[config.mk]
export PLATFORM = sky130hd
export DESIGN_NAME = clvm_skid
export DESIGN_NICKNAME = d
export VERILOG_FILES = /design/src/rtl/clvm_pkg.sv /design/src/rtl/clvm_skid.sv
export SDC_FILE = /design/constraint.sdc
export NUM_CORES = 1
export LEC_CHECK = 0
export ABC_AREA = 1
export BUFFER_PORTS_ARGS = -buffer_cell sky130_fd_sc_hd__buf_2
export CAP_MARGIN = 20
export CORE_UTILIZATION = 47
export DETAILED_ROUTE_END_ITERATION = 12
export PLACE_DENSITY = 0.82
export RECOVER_POWER = 25
export SETUP_SLACK_MARGIN = 0.2
export SYNTH_ARGS = -nofsm -noshare
export SYNTH_HDL_FRONTEND = slang
export SYNTH_SLANG_ARGS = --single-unit
[constraint.sdc]
create_clock -name clk -period 11.74 [get_ports clk]
set_input_delay 2.348 -clock clk [delete_from_list [all_inputs] [get_ports clk]]
set_output_delay 2.348 -clock clk [all_outputs]
set_load 0.01 [all_outputs]
[src/rtl/clvm_pkg.sv]
// shared types, constants and arithmetic step functions for the look-at view matrix block
`default_nettype none

package clvm_pkg;

	localparam int SQRT_STG = 16;
	localparam int DIV_STG  = 9;
	localparam int NORM_LAT = 5 + SQRT_STG + 1 + DIV_STG + 1;

	typedef logic [2:0][63:0] vec64_t;
	typedef logic [2:0][31:0] vec32_t;
	typedef logic [2:0][17:0] vec18_t;

	typedef struct packed {
		vec18_t right;
		vec18_t upward;
		vec18_t back;
		vec32_t shift;
	} res_t;

	typedef struct packed {
		logic [33:0] rem;
		logic [31:0] root;
		logic [63:0] x;
	} sq_t;

	typedef struct packed {
		logic [33:0] rem;
		logic [47:0] num;
		logic [17:0] q;
	} dv_t;

	function automatic logic [5:0] msb_pos(input logic [63:0] v);
		logic [5:0] p;
		p = '0;
		for (int i = 0; i < 64; i++) begin
			if (v[i]) begin
				p = 6'(i);
			end
		end
		return p;
	endfunction

	// one result bit of the digit-by-digit square root
	function automatic sq_t sqrt_step(input sq_t a);
		sq_t r;
		logic [35:0] rs;
		logic [35:0] tr;
		rs = {a.rem, a.x[63:62]};
		tr = {2'b00, a.root, 2'b01};
		if (rs >= tr) begin
			r.rem = 34'(rs - tr);
			r.root = {a.root[30:0], 1'b1};
		end else begin
			r.rem = rs[33:0];
			r.root = {a.root[30:0], 1'b0};
		end
		r.x = {a.x[61:0], 2'b00};
		return r;
	endfunction

	// one quotient bit of restoring division
	function automatic dv_t div_step(input dv_t a, input logic [31:0] n);
		dv_t r;
		logic [33:0] rs;
		rs = {a.rem[32:0], a.num[47]};
		if (rs >= {2'b00, n}) begin
			r.rem = rs - {2'b00, n};
			r.q = {a.q[16:0], 1'b1};
		end else begin
			r.rem = rs;
			r.q = {a.q[16:0], 1'b0};
		end
		r.num = {a.num[46:0], 1'b0};
		return r;
	endfunction

endpackage

`default_nettype wire

[src/rtl/clvm_skid.sv]
// two-entry output buffer that decouples the pipeline from the result stall
`default_nettype none

module clvm_skid (
	input  wire logic           clk,
	input  wire logic           arst_n,
	input  wire logic           push,
	input  wire clvm_pkg::res_t din,
	output logic                room,
	output logic                out_vld,
	input  wire logic           out_stall,
	output clvm_pkg::res_t      dout
);

	clvm_pkg::res_t mem_q [2];
	logic           wr_q, rd_q;
	logic [1:0]     cnt_q;
	logic           pop;

	assign out_vld = (cnt_q != 2'd0);
	assign pop = out_vld && !out_stall;
	assign room = (cnt_q != 2'd2);
	assign dout = mem_q[rd_q];

	always_ff @(posedge clk or negedge arst_n) begin
		if (!arst_n) begin
			wr_q <= 1'b0;
			rd_q <= 1'b0;
			cnt_q <= 2'd0;
		end else begin
			if (push) begin
				wr_q <= ~wr_q;
			end
			if (pop) begin
				rd_q <= ~rd_q;
			end
			if (push && !pop) begin
				cnt_q <= cnt_q + 2'd1;
			end else if (!push && pop) begin
				cnt_q <= cnt_q - 2'd1;
			end
		end
	end

	always_ff @(posedge clk) begin
		if (push) begin
			mem_q[wr_q] <= din;
		end
	end

`ifndef SYNTHESIS
	a_no_push_full: assert property (@(posedge clk) disable iff (!arst_n)
		push |-> cnt_q != 2'd2)
		else $error("beat pushed into full output buffer");
	a_cnt_range: assert property (@(posedge clk) disable iff (!arst_n)
		cnt_q != 2'd3)
		else $error("output buffer count out of range");
	a_cnt_up: assert property (@(posedge clk) disable iff (!arst_n)
		(push && !pop) |=> cnt_q == $past(cnt_q) + 2'd1)
		else $error("output buffer count missed a push");
	a_cnt_down: assert property (@(posedge clk) disable iff (!arst_n)
		(!push && pop) |=> cnt_q == $past(cnt_q) - 2'd1)
		else $error("output buffer count missed a pop");
`endif

endmodule

`default_nettype wire

==> results.yml, run 1 <==
synthesis:
  synth_nets: 1639
  netlist.area_leader.share_pct: 81.5
  synth_top_area_cell: "edfxtp_1"
  ys_types: 15
  ys_ff_latch: 520
  synthesis.area_um2: 19000
  ys_seq_area_share_pct: 82.0
  synthCells: 1376
  synthTopCellsByArea: "edfxtp_1, nand2_1, buf_6"
  avgSynthCellArea_um2: 13.8
  synth_warnings: 0
cts:
  cts_sinks: 520
  cts_made_buffers: 49
  cts_tree: "built"
  cts_root_buffer: "clkbuf_16"
  post_cts_resized: 0
  cts_hold_buf: 0
  worstSkewPairLatency_ps: 580
  cts_buffer_depth: 3
  clkTransAtPathRegs_ps: 60
  post_cts_buffers: 0
  cts-htree-levels: 2
sta:
  slew_headroom_pct: 26.3
  finClkSkew_ps: 18.5
  slew_violations: 0
  period_minus_slack_ps: 5730
  rsz0062_at_grt: "no"
  fin_setup_tns_ps: 0
  max_freq_mhz: 174
  fin_crit_sh_pct: 48.8
  hold_viol: 0
  setup_viol_count_final: 0
  tightest_slew_ps: 1110
drt:
  via_per_inst: 4.98
  drcViolationCount: 0
  routed.top_layer: "met5"
  drtPass1Iterations: 6
  wl_per_cell_um: 18.2
  routed-wl-met3_um: 4540
  wl_um: 45000
  wl_met1_um: 15400
  num_vias: 12315
  dr_wl_met2_um: 23300
  ant_nets: 0
  drtIter0Drc: 848
final_layout:
  multi_input_area_um2: 3000
  nets: 2163
  final_common_cell: "nand2_1"
  synthToLayoutAreaGrowth_pct: 24.1
  final_cell_mix: "nand2_1, edfxtp_1, buf_2"
  fillers: 2967
  layout-drive-gt1-share_pct: 28.3
  regArea_um2: 15600
power:
  switching_share_pct: 33.5
  netSwitchingPower_mw: 2.02
  ir_worst_vdd_uv: 173
  p_int_mw: 4.00
  comb_power_share_pct: 30.1
  power_mw: 6.02
  p_leak_nw: 10.1
  pwr-share-seq_pct: 42.6
  power_density_nw_per_um2: 255
  clock_power_share_pct: 27.3
global_routing:
  grt_pass1_vias: 12117
  grt_max_degree: 166
  globalRouteOverflowTotal: 0
  antenna_found_initial: 10
  grt_pass1_wl_um: 66000
  grt_use_total_pct: 21.0
floorplan:
  start_util_pct: 47.8
  rows: 73
  dieArea_um2: 41300
  core_um2: 39800
  io_pins: 522
  fp.dieH_um: 203
  fp.dieW_um: 203
run:
  drv_cap: 0
worst_setup_path:
  end_kind: "primary output"
  startpoint_type: "register"
  crit_path_max_fanout: 165
  cp.arrival_ps: 3390
  crit_required_ps: 9390
  path_class: "reg -> out"
  ff2ff_path_depth: 4
worst_hold_path:
  worstHoldPathCells: 2
  hold_class: "reg -> reg"
placement:
  dpl.hpwl_um: 29000
  globalplace.congestion: 0.818
  io_buffers: 521
status:
  outcome: "completed"
==> synthesized netlist by cell type (all sizes together) <==
library cell  count
edfxtp          516
buf              54
inv               8
dfrtp             4
nand4             1
xor2              1
ha                1
nand2           784
nand3             2
xnor2             1
nor2              1
clkbuf            3
==> worst paths after layout <==
kind | start | to | slack (ps)
max | rd_q | dout[236] | 6010
min | cnt_q[1] | cnt_q[1] | 510
max reg2reg | wr_q | mem_q[1][245] | 8340
min reg2reg | cnt_q[1] | cnt_q[1] | 510
max in group asynchronous | arst_n | rd_q | 9910
min in group asynchronous | arst_n | wr_q | 1610
==> layer usage <==
layer | vias up | track usage, %
li1 | 5715 | -
met1 | 5857 | 22.6
met2 | 615 | 37.6
met3 | 120 | 6.84
met4 | 8 | 9.13
met5 | - | 0
==> cell type report <==
| type | count | area share (%) |
|---|---|---|
| Sequential cell | 520 | 66.1 |
| Multi-Input combinational cell | 791 | 12.7 |
| Timing Repair Buffer | 530 | 11.1 |
| Clock buffer | 58 | 5.34 |
| Tap cell | 525 | 2.78 |
| Clock inverter | 33 | 1.76 |
| Inverter | 8 | 0.191 |
| Antenna cell | 7 | 0.0742 |
==> flip-flops by register name, indices dropped and copies added (netlist names) <==
register and flops:
wr_q 1, rd_q 1, mem_q 516, cnt_q 2
==> worst max-delay path, cell delays in order, from the launching register on <==
cell and delay, ps:
dfrtp_4 630, inv_8 700, buf_4 910, nand2_1 160
nand2_1 170, buf_2 160
==> kinds of logic after synthesis <==
family | count (synthesis) | share of synthesized area [%]
buffers and inverters | 65 | 2.28
AND/OR/NAND/NOR | 788 | 15.6
flip-flops | 520 | 82.0
adder cells (fa/ha/maj) | 1 | 0.0658
XOR/XNOR | 2 | 0.0921
==> per-stage QoR <==
stage / instance area, um2 / cells / setup WS (ps) / utilization (%) / hold slack (ps)
global route: 23600 / 2470 / 5810 / 59.3 / 528
floorplan: 19000 / 1376 / 2200 / - / 462
detailed placement: 22000 / 2374 / 6270 / 55.2 / 491
global placement: 22000 / 2374 / 6260 / 55.2 / 481
finish: 23600 / 2472 / 6010 / 59.3 / 509
CTS: 23700 / 2465 / 5940 / 59.4 / 506
==> power by group through the flow <==
stage / Clock [mW] / Combinational [mW] / Sequential, mW
6_report: 1.64 / 1.81 / 2.56
5_1_grt: 1.74 / 1.98 / 2.59
3_5_place_dp: 0 / 1.80 / 2.60
3_3_place_gp: 0 / 1.76 / 2.58
2_1_floorplan: 0 / 1.09 / 2.66
4_1_cts: 1.67 / 1.83 / 2.57
Note: power is estimated with default switching activity, not from simulation.
==> inputs of run 2 (changes only) <==
--- a/config.mk
+++ b/config.mk
@@ -8,9 +8,10 @@
 export ABC_AREA = 1
 export BUFFER_PORTS_ARGS = -buffer_cell sky130_fd_sc_hd__buf_2
 export CAP_MARGIN = 20
-export CORE_UTILIZATION = 47
+export CORE_AREA = 2 2 200 202
 export DETAILED_ROUTE_END_ITERATION = 12
-export PLACE_DENSITY = 0.82
+export DIE_AREA = 0 0 202 204
+export PLACE_DENSITY = 0.81
 export RECOVER_POWER = 25
 export SETUP_SLACK_MARGIN = 0.2
 export SYNTH_ARGS = -nofsm -noshare
==> constraint.sdc (replaced) <==
create_clock -name clk -period 5.38 [get_ports clk]
set_input_delay 1.076 -clock clk [delete_from_list [all_inputs] [get_ports clk]]
set_output_delay 1.076 -clock clk [all_outputs]
set_load 0.01 [all_outputs]
==> results.yml, run 2 (same netlist as run 1, synthesis figures left out) <==
status:
  outcome: "completed"
final_layout:
  largestRegisters: "mem_q x516, cnt_q x2"
  regMostFlops: "mem_q"
  largest_reg_flops: 516
  final_cell_mix: "nand2_1, edfxtp_1, buf_2"
  multi_input_area_um2: 3020
  synthToLayoutAreaGrowth_pct: 24.6
  nets: 2178
  fin_util_pct: 60.5
  design_area_um2: 23700
  layout-drive-gt1-share_pct: 28.9
  regArea_um2: 15600
  final_common_cell: "nand2_1"
  fillers: 2867
sta:
  rsz0062_at_grt: "no"
  setup_viol_count_final: 0
  hold_ws_ps: 338
  fin_crit_sh_pct: 76.0
  slew_violations: 0
  fin_setup_tns_ps: 0
  tightest_slew_ps: 999
  slew_headroom_pct: 33.3
  period_minus_slack_ps: 4090
  finClkSkew_ps: 14.8
  max_freq_mhz: 244
  hold_viol: 0
cts:
  post_cts_resized: 0
  cts_root_buffer: "clkbuf_16"
  cts_buffer_depth: 3
  cts-htree-levels: 2
  cts_hold_buf: 0
  cts_sinks: 520
  post_cts_buffers: 0
  worstSkewPairLatency_ps: 570
  cts_tree: "built"
  clkTransAtPathRegs_ps: 60
  cts_made_buffers: 50
drt:
  drtIter0Drc: 1103
  ant_nets: 0
  wl_um: 45300
  drcViolationCount: 0
  num_vias: 12331
  drtPass1Iterations: 5
  via_per_inst: 4.97
  wl_per_cell_um: 18.2
power:
  power_density_nw_per_um2: 547
  power_mw: 13.0
  ir_worst_vdd_uv: 402
  p_leak_nw: 10.1
global_routing:
  grt_pass1_wl_um: 66900
  grt_pass1_vias: 12232
  grt_use_total_pct: 21.3
  grt_max_degree: 157
  globalRouteOverflowTotal: 0
  antenna_found_initial: 5
floorplan:
  dieArea_um2: 41200
  fp.dieH_um: 204
  start_util_pct: 48.5
  core_um2: 39200
  fp.dieW_um: 202
  rows: 73
  io_pins: 522
worst_setup_path:
  crit_chain: "inv_8 -> buf_4 -> nand2_1 -> nand2_1 -> buf_2"
  path_class: "reg -> out"
  critPathTopFamily: "buffers and inverters"
  crit_top_cell: "nand2_1"
  crit_path_max_fanout: 156
  cp.depth: 5
  cp_slowest_stage_delay_ps: 810
  slowest_stage: "dfrtp_4"
  ff2ff_path_depth: 3
  crit_required_ps: 4300
  startpoint_type: "register"
  cp.arrival_ps: 3010
  path_buf_inv: 3
  end_kind: "primary output"
placement:
  dpl.hpwl_um: 30200
  dpl_cell_area_um2: 22200
  io_buffers: 521
  globalplace.congestion: 0.841
worst_hold_path:
  hold_class: "in -> async"
run:
  drv_cap: 0
==> run 2: power by group <==
| part | internal, mW | switching [mW] |
|---|---|---|
| clock | 1.93 | 1.43 |
| sequential | 5.37 | 0.281 |
| combinational | 1.26 | 2.70 |
==> run 2: worst reg2reg max path, cell delays in order, from the launching register on <==
cell and delay [ps]:
dfrtp_1 480, nand2_8 100, clkinvlp_4 770, buf_12 530
==> run 2: per-layer routing <==
| layer | wire length, um | global-route usage, % | up-vias |
|---|---|---|---|
| li1 | - | - | 5745 |
| met1 | 16300 | 25.3 | 5858 |
| met2 | 23400 | 37.4 | 639 |
| met3 | 4490 | 6.38 | 87 |
| met4 | 1120 | 6.51 | 2 |
| met5 | 11 | 0 | - |
==> run 2: cell type report <==
cell class | instances | share of cell area [%]
diodes | 8 | 0.0845
clock buffers | 58 | 5.50
clock inverters | 29 | 1.12
inverters | 8 | 0.227
multi-input cells | 791 | 12.7
flip-flops and latches | 520 | 65.8
well taps | 525 | 2.77
repair buffers | 544 | 11.7
==> run 2: path summary, 6_finish.rpt <==
path,start,end,slack (ps)
min in group clk,cnt_q[0],cnt_q[0],500
max,rd_q,dout[124],1290
min,arst_n,rd_q,340
max reg2reg,wr_q,mem_q[1][198],3100
min reg2reg,cnt_q[0],cnt_q[0],500
max in group asynchronous,arst_n,rd_q,4830
==> run 2: stage by stage <==
stage / instances / setup WS [ps]
global placement: 2387 / 1880
CTS: 2474 / 1240
floorplan: 1376 / 11.6
finish: 2483 / 1290
global route: 2479 / 1100
detailed placement: 2387 / 1860
==> inputs of run 3 (changes only) <==
==> constraint.sdc (replaced) <==
create_clock -name clk -period 3.9 [get_ports clk]
set_input_delay 0.78 -clock clk [delete_from_list [all_inputs] [get_ports clk]]
set_output_delay 0.78 -clock clk [all_outputs]
set_load 0.01 [all_outputs]
==> results.yml, run 3 (same netlist as run 1, synthesis figures left out) <==
power:
  p_leak_nw: 10.1
  netSwitchingPower_mw: 6.02
  power_mw: 17.6
  switching_share_pct: 34.2
  clock_power_share_pct: 24.6
  p_int_mw: 11.6
  power_density_nw_per_um2: 744
  pwr-share-seq_pct: 43.6
  ir_worst_vdd_uv: 611
  comb_power_share_pct: 31.7
sta:
  hold_viol: 0
  period_minus_slack_ps: 3320
  setup_viol_count_final: 0
  slew_headroom_pct: 46.8
  slew_violations: 0
  tightest_slew_ps: 798
  max_freq_mhz: 301
  fin_crit_sh_pct: 85.1
  rsz0062_at_grt: "no"
  finClkSkew_ps: 8.96
final_layout:
  fin_util_pct: 60.4
  largestRegisters: "mem_q x516, cnt_q x2"
  final_common_cell: "nand2_1"
  fillers: 2860
  regArea_um2: 15600
  regMostFlops: "mem_q"
  largest_reg_flops: 516
  synthToLayoutAreaGrowth_pct: 24.5
  multi_input_area_um2: 3020
  nets: 2175
  final_cell_mix: "nand2_1, edfxtp_1, buf_2"
  layout-drive-gt1-share_pct: 29.3
worst_hold_path:
  worstHoldPathCells: 1
  hold_start: "din[229]"
  holdPathEnd: "mem_q[0][229]"
  hold_class: "in -> reg"
floorplan:
  start_util_pct: 48.5
  dieArea_um2: 41200
  fp.dieW_um: 202
  core_um2: 39200
  io_pins: 522
  fp.dieH_um: 204
  rows: 73
worst_setup_path:
  end_kind: "primary output"
  startpoint_type: "register"
  path_buf_inv: 3
  r2r-start: "wr_q"
  cp.arrival_ps: 2540
  cp.depth: 5
  critPathTopFamily: "buffers and inverters"
  crit_chain: "buf_4 -> buf_4 -> nand2_1 -> nand2_1 -> buf_2"
  slowest_stage: "buf_4"
  reg2reg_to: "mem_q[0][157]"
  path_class: "reg -> out"
  ff2ff_path_depth: 2
  crit_path_max_fanout: 65
  cp_slowest_stage_delay_ps: 600
  r2r_slack_ps: 1930
  crit_required_ps: 3120
drt:
  ant_nets: 0
  drtPass1Iterations: 7
  wl_um: 45400
  drcViolationCount: 0
  via_per_inst: 4.97
  num_vias: 12338
  drtIter0Drc: 1143
  wl_per_cell_um: 18.3
run:
  drv_cap: 0
cts:
  post_cts_resized: 0
  post_cts_buffers: 0
  cts_made_buffers: 49
  cts-htree-levels: 2
  worstSkewPairLatency_ps: 570
  cts_buffer_depth: 3
  cts_tree: "built"
  clkTransAtPathRegs_ps: 60
  cts_root_buffer: "clkbuf_16"
  cts_hold_buf: 1
  cts_sinks: 520
global_routing:
  grt_use_total_pct: 21.3
  grt_pass1_vias: 12234
  antenna_found_initial: 8
  grt_max_degree: 149
  grt_pass1_wl_um: 67600
  globalRouteOverflowTotal: 0
placement:
  globalplace.congestion: 0.931
  io_buffers: 521
  dpl.hpwl_um: 30800
status:
  outcome: "completed"
==> run 3: changes by cell type in the layout (fill, tap and decap cells not counted), sizes merged <==
cell / previous run / this run
buf: 486 / 502
bufinv: 4 / 0
diode: 8 / 5
clkbuf: 116 / 103
inv: 10 / 11
clkinv: 22 / 23
dlygate4sd3: 0 / 1
==> run 3: worst max-delay path by stage <==
stage | from | end | slack (ps)
6_report | rd_q | dout[98] | 580
5_1_grt | rd_q | dout[142] | 410
4_1_cts | rd_q | dout[98] | 570
3_5_place_dp | rd_q | dout[72] | 1200
3_3_place_gp | rd_q | dout[87] | 1360
2_1_floorplan | push | mem_q[1][0] | -1170
==> run 3: worst reg2reg max path, stage by stage (launching register included) <==
cell     delay (ps)
dfrtp_1         480
nor2_4          640
buf_12          420
==> run 3: power by group through the flow <==
stage               registers, mW  clock network (mW)  logic (mW)
floorplan                    7.88                   0        3.29
global placement             7.75                   0        5.47
detailed placement           7.80                   0        5.60
CTS                          7.69                4.43        5.63
global route                 7.78                4.61        6.12
finish                       7.69                4.34        5.59
==> run 3: through the flow <==
stage / setup TNS [ps] / std cells / hold slack (ps) / worst slack [ps] / cell area, um2
after floorplan: -592000 / 1376 / 462 / -1170 / 19100
after global placement: 0 / 2385 / 482 / 1360 / 22200
after detailed placement: 0 / 2385 / 494 / 1200 / 22200
after CTS: 0 / 2477 / 355 / 571 / 23700
after global routing: 0 / 2482 / 359 / 409 / 23700
final: 0 / 2482 / 392 / 580 / 23700
==> run 3: cell type report <==
type	count	share of cell area, %
flip-flops and latches	520	65.9
clock buffers	64	5.59
clock inverters	27	0.586
diodes	5	0.0528
inverters	8	0.227
multi-input cells	791	12.7
well taps	525	2.77
repair buffers	542	12.2
==> run 3: per-layer routing <==
layer	global-route usage (%)	routed length, um	up-vias
met5	0	36	-
met4	7.51	1450	6
met3	6.68	4630	101
met2	36.1	22800	696
met1	25.8	16500	5794
li1	-	-	5741
